===== src/design/csk_pkg.sv =====
// ----------------------------------------------------------------------------
// csk_pkg: shared types and constants for the subgrid sum counter
// Register map, field widths, configuration bundle and engine states.
// ----------------------------------------------------------------------------
package csk_pkg;

    // default grid capacity
    localparam int MAX_ROWS_DEF = 64;
    localparam int MAX_COLS_DEF = 64;

    // field widths
    localparam int GRID_W   = 7;
    localparam int TARGET_W = 13;
    localparam int COUNT_W  = 23;

    // APB port
    localparam int PADDR_W = 4;
    localparam int APB_DW  = 32;

    // register indexes (byte address bits [3:2])
    typedef logic [1:0] reg_idx_t;
    localparam reg_idx_t REG_GRID_ROWS  = 2'd0;
    localparam reg_idx_t REG_GRID_COLS  = 2'd1;
    localparam reg_idx_t REG_TARGET_SUM = 2'd2;

    // register reset values
    localparam logic [GRID_W-1:0]   GRID_ROWS_RST  = 7'd64;
    localparam logic [GRID_W-1:0]   GRID_COLS_RST  = 7'd64;
    localparam logic [TARGET_W-1:0] TARGET_SUM_RST = 13'd0;

    // configuration bundle, register file to engine
    typedef struct packed {
        logic [GRID_W-1:0]   grid_rows;
        logic [GRID_W-1:0]   grid_cols;
        logic [TARGET_W-1:0] target_sum;
        logic                restart;
    } cfg_t;

    typedef enum logic [2:0] {
        ST_INIT,
        ST_LOAD,
        ST_LWR,
        ST_SWEEP,
        ST_SDRAIN,
        ST_CLEAR,
        ST_CDRAIN,
        ST_EMIT
    } eng_state_t;

endpackage


===== src/design/csk_cfg.sv =====
// ----------------------------------------------------------------------------
// csk_cfg: APB register file
// Holds grid size and target sum; flags a restart on every mapped write.
// ----------------------------------------------------------------------------
module csk_cfg (
    input  logic                         clk,
    input  logic                         rst_n,
    input  logic                         psel,
    input  logic                         penable,
    input  logic                         pwrite,
    input  logic [csk_pkg::PADDR_W-1:0]  paddr,
    input  logic [csk_pkg::APB_DW-1:0]   pwdata,
    output logic [csk_pkg::APB_DW-1:0]   prdata,
    output logic                         pready,
    output csk_pkg::cfg_t                cfg
);
    import csk_pkg::*;

    logic [GRID_W-1:0]   grid_rows_reg, grid_rows_next;
    logic [GRID_W-1:0]   grid_cols_reg, grid_cols_next;
    logic [TARGET_W-1:0] target_sum_reg, target_sum_next;
    logic                wr_en;
    logic                restart;
    reg_idx_t            reg_idx;

    assign pready  = 1'b1;
    assign wr_en   = psel & penable & pwrite & pready;
    assign reg_idx = paddr[PADDR_W-1:2];

    always_comb
    begin
        grid_rows_next  = grid_rows_reg;
        grid_cols_next  = grid_cols_reg;
        target_sum_next = target_sum_reg;
        restart         = 1'b0;
        if (wr_en)
        begin
            case (reg_idx)
                REG_GRID_ROWS:
                begin
                    grid_rows_next = pwdata[GRID_W-1:0];
                    restart        = 1'b1;
                end
                REG_GRID_COLS:
                begin
                    grid_cols_next = pwdata[GRID_W-1:0];
                    restart        = 1'b1;
                end
                REG_TARGET_SUM:
                begin
                    target_sum_next = pwdata[TARGET_W-1:0];
                    restart         = 1'b1;
                end
                default: ;
            endcase
        end
    end

    always_ff @(posedge clk or negedge rst_n)
    begin
        if (!rst_n)
        begin
            grid_rows_reg  <= GRID_ROWS_RST;
            grid_cols_reg  <= GRID_COLS_RST;
            target_sum_reg <= TARGET_SUM_RST;
        end
        else
        begin
            grid_rows_reg  <= grid_rows_next;
            grid_cols_reg  <= grid_cols_next;
            target_sum_reg <= target_sum_next;
        end
    end

    always_comb
    begin
        case (reg_idx)
            REG_GRID_ROWS:  prdata = APB_DW'(grid_rows_reg);
            REG_GRID_COLS:  prdata = APB_DW'(grid_cols_reg);
            REG_TARGET_SUM: prdata = APB_DW'(target_sum_reg);
            default:        prdata = '0;
        endcase
    end

    assign cfg.grid_rows  = grid_rows_reg;
    assign cfg.grid_cols  = grid_cols_reg;
    assign cfg.target_sum = target_sum_reg;
    assign cfg.restart    = restart;

endmodule


===== config.mk =====
export PLATFORM = sky130hd
export DESIGN_NAME = csk_cfg
export DESIGN_NICKNAME = d
export VERILOG_FILES = /design/src/design/csk_pkg.sv /design/src/design/csk_cfg.sv
export SDC_FILE = /design/constraint.sdc
export NUM_CORES = 1
export LEC_CHECK = 0
export ABC_CLOCK_PERIOD_IN_PS = 1600
export BUFFER_PORTS_ARGS = -buffer_cell sky130_fd_sc_hd__clkbuf_2
export CAP_MARGIN = 20
export CELL_PAD_IN_SITES_DETAIL_PLACEMENT = 1
export CELL_PAD_IN_SITES_GLOBAL_PLACEMENT = 1
export CORE_MARGIN = 2
export CORE_UTILIZATION = 31
export DETAILED_ROUTE_END_ITERATION = 8
export GPL_ROUTABILITY_DRIVEN = 1
export PLACE_DENSITY_LB_ADDON = 0.05
export SYNTH_ARGS = -nofsm -noshare
export SYNTH_HDL_FRONTEND = slang
export SYNTH_SLANG_ARGS = --single-unit

===== constraint.sdc =====
create_clock -name clk -period 1.6 [get_ports clk]
set_input_delay 0.24 -clock clk [delete_from_list [all_inputs] [get_ports clk]]
set_output_delay 0.24 -clock clk [all_outputs]
set_load 0.01 [all_outputs]

==> impl_metrics.env <==
export IMPL_drive_above_1_share=0.582
export IMPL_first_iter_violations=39
export IMPL_drv_slew=0
export IMPL_cts_resized=0
export IMPL_cellLeakagePower_nw=0.968
export IMPL_grt_pass1_wl_um=5400
export IMPL_place_hpwl_um=2680
export IMPL_reg2regPathDepth=1
export IMPL_failed_checks="negative hold slack"
export IMPL_tightest_slew_ps=679
export IMPL_dr_pass1_iters=3
export IMPL_ys_warn_count=0
export IMPL_largest_register_ffs=13
export IMPL_r2r_end="target_sum_reg[1]"
export IMPL_placed_cells=232
export IMPL_num_rows=24
export IMPL_path_class="flip-flop to output port"
export IMPL_synth_top_cells_by_count="25 x dfrtp_1, 22 x buf_4, 20 x mux2_2"
export IMPL_yosysSeqAreaShare=0.474
export IMPL_initial_core_util=0.324
export IMPL_grt_pass1_vias=1079
export IMPL_cts_tree="built"
export IMPL_cp_slowest_cell="dfstp_2"
export IMPL_hp_class="input pin to async pin"
export IMPL_grt_total_usage=0.136
export IMPL_slew_headroom=0.547
export IMPL_peakVddDrop_uv=412
export IMPL_netlist_area_um2=1430
export IMPL_path_clk_slew_ps=90
export IMPL_tns_ps=0
export IMPL_h_tree_depth=1
export IMPL_status="complete, but fails checks"
export IMPL_n_fill_cell=516
export IMPL_critPathArrivalTime_ps=1250
export IMPL_grt_ovfl_total=0
export IMPL_clockBufferDepth=2
export IMPL_drtAntennaViolNets=0
export IMPL_die_area_um2=5170
export IMPL_setup_violations=0
export IMPL_die_x_um=71.9
export IMPL_netlist_instances=115
export IMPL_synthDistinctLibCells=18
export IMPL_synthArstFlopShare=1.00
export IMPL_antenna_found_initial=0
export IMPL_synth_top_cell_area_share=0.437
export IMPL_wl_met3_um=215
export IMPL_cts_hold_buf=0
export IMPL_post_route_period_util=0.932
export IMPL_post_drt_via_cell_ratio=4.36
export IMPL_ff2ff_setup_slack_ps=810
export IMPL_finalNonFillerCells=236
export IMPL_period_minus_slack_ps=1490
export IMPL_coreArea_um2=4410
export IMPL_area_growth_pct=26.7
export IMPL_drt_met1_wl_um=1490
export IMPL_crit_fanout=3
export IMPL_cts_made_buffers=3
export IMPL_drv_cap=0
export IMPL_dr_total_vias=1028
export IMPL_skew_ps=0
export IMPL_synthTopCellsByArea="dfrtp_1 44%, mux2_2 16%, buf_4 12%"
export IMPL_cts_root_buf="clkbuf_8"
export IMPL_nNetsFinal=226
export IMPL_max_stage_delay_ps=550
export IMPL_yosysTopAreaCell="dfrtp_1"
export IMPL_worstSetupStartpointType="flip-flop"
export IMPL_ios=102
export IMPL_path_cells="mux2i_1 > o21ai_0 > clkbuf_2"
export IMPL_wl_met2_um=1620
export IMPL_diodes=0
export IMPL_hold_worst_slack_ps=-10.7
export IMPL_clock_sinks=27
export IMPL_path_depth=3
export IMPL_post_cts_buffers=0
export IMPL_startpoint="grid_rows_reg[6]"
export IMPL_worstSetupEndpoint="prdata[6]"
export IMPL_critPathCaptureType="output port"
export IMPL_fp_dieH_um=71.9
export IMPL_path_buf_inv=1
export IMPL_max_freq_mhz=671
export IMPL_synth_edff_count=0
export IMPL_clk_latency_ps=270
export IMPL_hold_viol_final=25
export IMPL_required_ps=1360
export IMPL_rr_startpoint="target_sum_reg[1]"
export IMPL_place_congestion=0.664
export IMPL_wl_um=3360
export IMPL_remaining_drc_errors=0
export IMPL_synth_seq_cells=27
export IMPL_power_density_nw_per_um2=1110
export IMPL_synth_ff_type="dfrtp_1"
export IMPL_wl_per_cell_um=14.2
export IMPL_critPathTopFamily="flip-flops"
export IMPL_avgSynthCellArea_um2=12.4
export IMPL_grt_setup_unrepaired="no"
export IMPL_top_layer_used="met4"
export IMPL_io_buffers=60
export IMPL_grt_max_degree=28
export IMPL_yosysMostFrequentCell="dfrtp_1"
-- routing by layer --
layer  global-route usage  vias up
met3               0.0278        4
met2                0.214       47
met4               0.0377        0
met5                    0        -
met1                0.190      492
li1                     -      485
-- worst min-delay path by stage --
stage               startpoint                end  slack, ps  cells after the start
floorplan                rst_n   grid_cols_reg[0]        -60                      0
global placement         rst_n  target_sum_reg[2]        320                      1
detailed placement       rst_n  target_sum_reg[4]        320                      1
CTS                      rst_n  target_sum_reg[4]         10                      1
global route             rst_n  target_sum_reg[4]         40                      1
finish                   rst_n  target_sum_reg[4]        -10                      1
-- report_power, final --
group / leakage (nW) / switching (mW) / internal (mW)
combinational: 0.618 / 0.313 / 0.338
clock: 0.0228 / 0.206 / 0.178
sequential: 0.328 / 0.120 / 0.850
-- final cells by class --
type / instances / area (µm²) / share of cell area
clock buffers: 4 / 45.0 / 0.0249
well taps: 52 / 65.1 / 0.0359
repair buffers: 72 / 390 / 0.215
flip-flops and latches: 27 / 678 / 0.374
multi-input cells: 81 / 633 / 0.349
-- placed cells by master, fill, tap and decap left out --
cell,Yosys,layout
mux2i_1,7,7
dfstp_2,2,2
nor3_2,1,1
nor2b_1,2,2
or3b_1,1,1
o21ai_0,7,7
buf_4,22,12
nand2_1,7,7
nand3_2,1,1
a21oi_1,1,1
and2_1,6,6
mux2_4,7,7
nor3b_2,1,1
clkbuf_8,0,3
mux2_2,20,20
clkbuf_2,0,60
clkbuf_1,0,1
dfrtp_1,25,25
conb_1,2,20
-- metrics by stage --
| stage | utilization | hold WS [ps] | setup slack (ps) | total power, mW | cell area, µm² |
|---|---|---|---|---|---|
| 2_1_floorplan | - | -55.6 | 305 | 1.36 | 1500 |
| 3_3_place_gp | 0.400 | 317 | 160 | 1.63 | 1770 |
| 3_5_place_dp | 0.400 | 317 | 144 | 1.65 | 1770 |
| 4_1_cts | 0.410 | 14.8 | 113 | 2.05 | 1810 |
| 5_1_grt | 0.410 | 42.7 | 28.4 | 2.15 | 1810 |
| 6_report | 0.410 | -10.7 | 110 | 2.01 | 1810 |
-- cell families (layout without fill, tap and decap cells) --
logic type	count (synthesis)	count (layout)	synth area share
AOI/OAI and AO/OA	8	8	0.0280
and+or+nand+nor	19	19	0.0822
DFF	27	27	0.474
other	2	20	0.00525
muxes	34	34	0.280
buffers and inverters	25	76	0.130
Note: power is estimated with default switching activity, not from simulation.
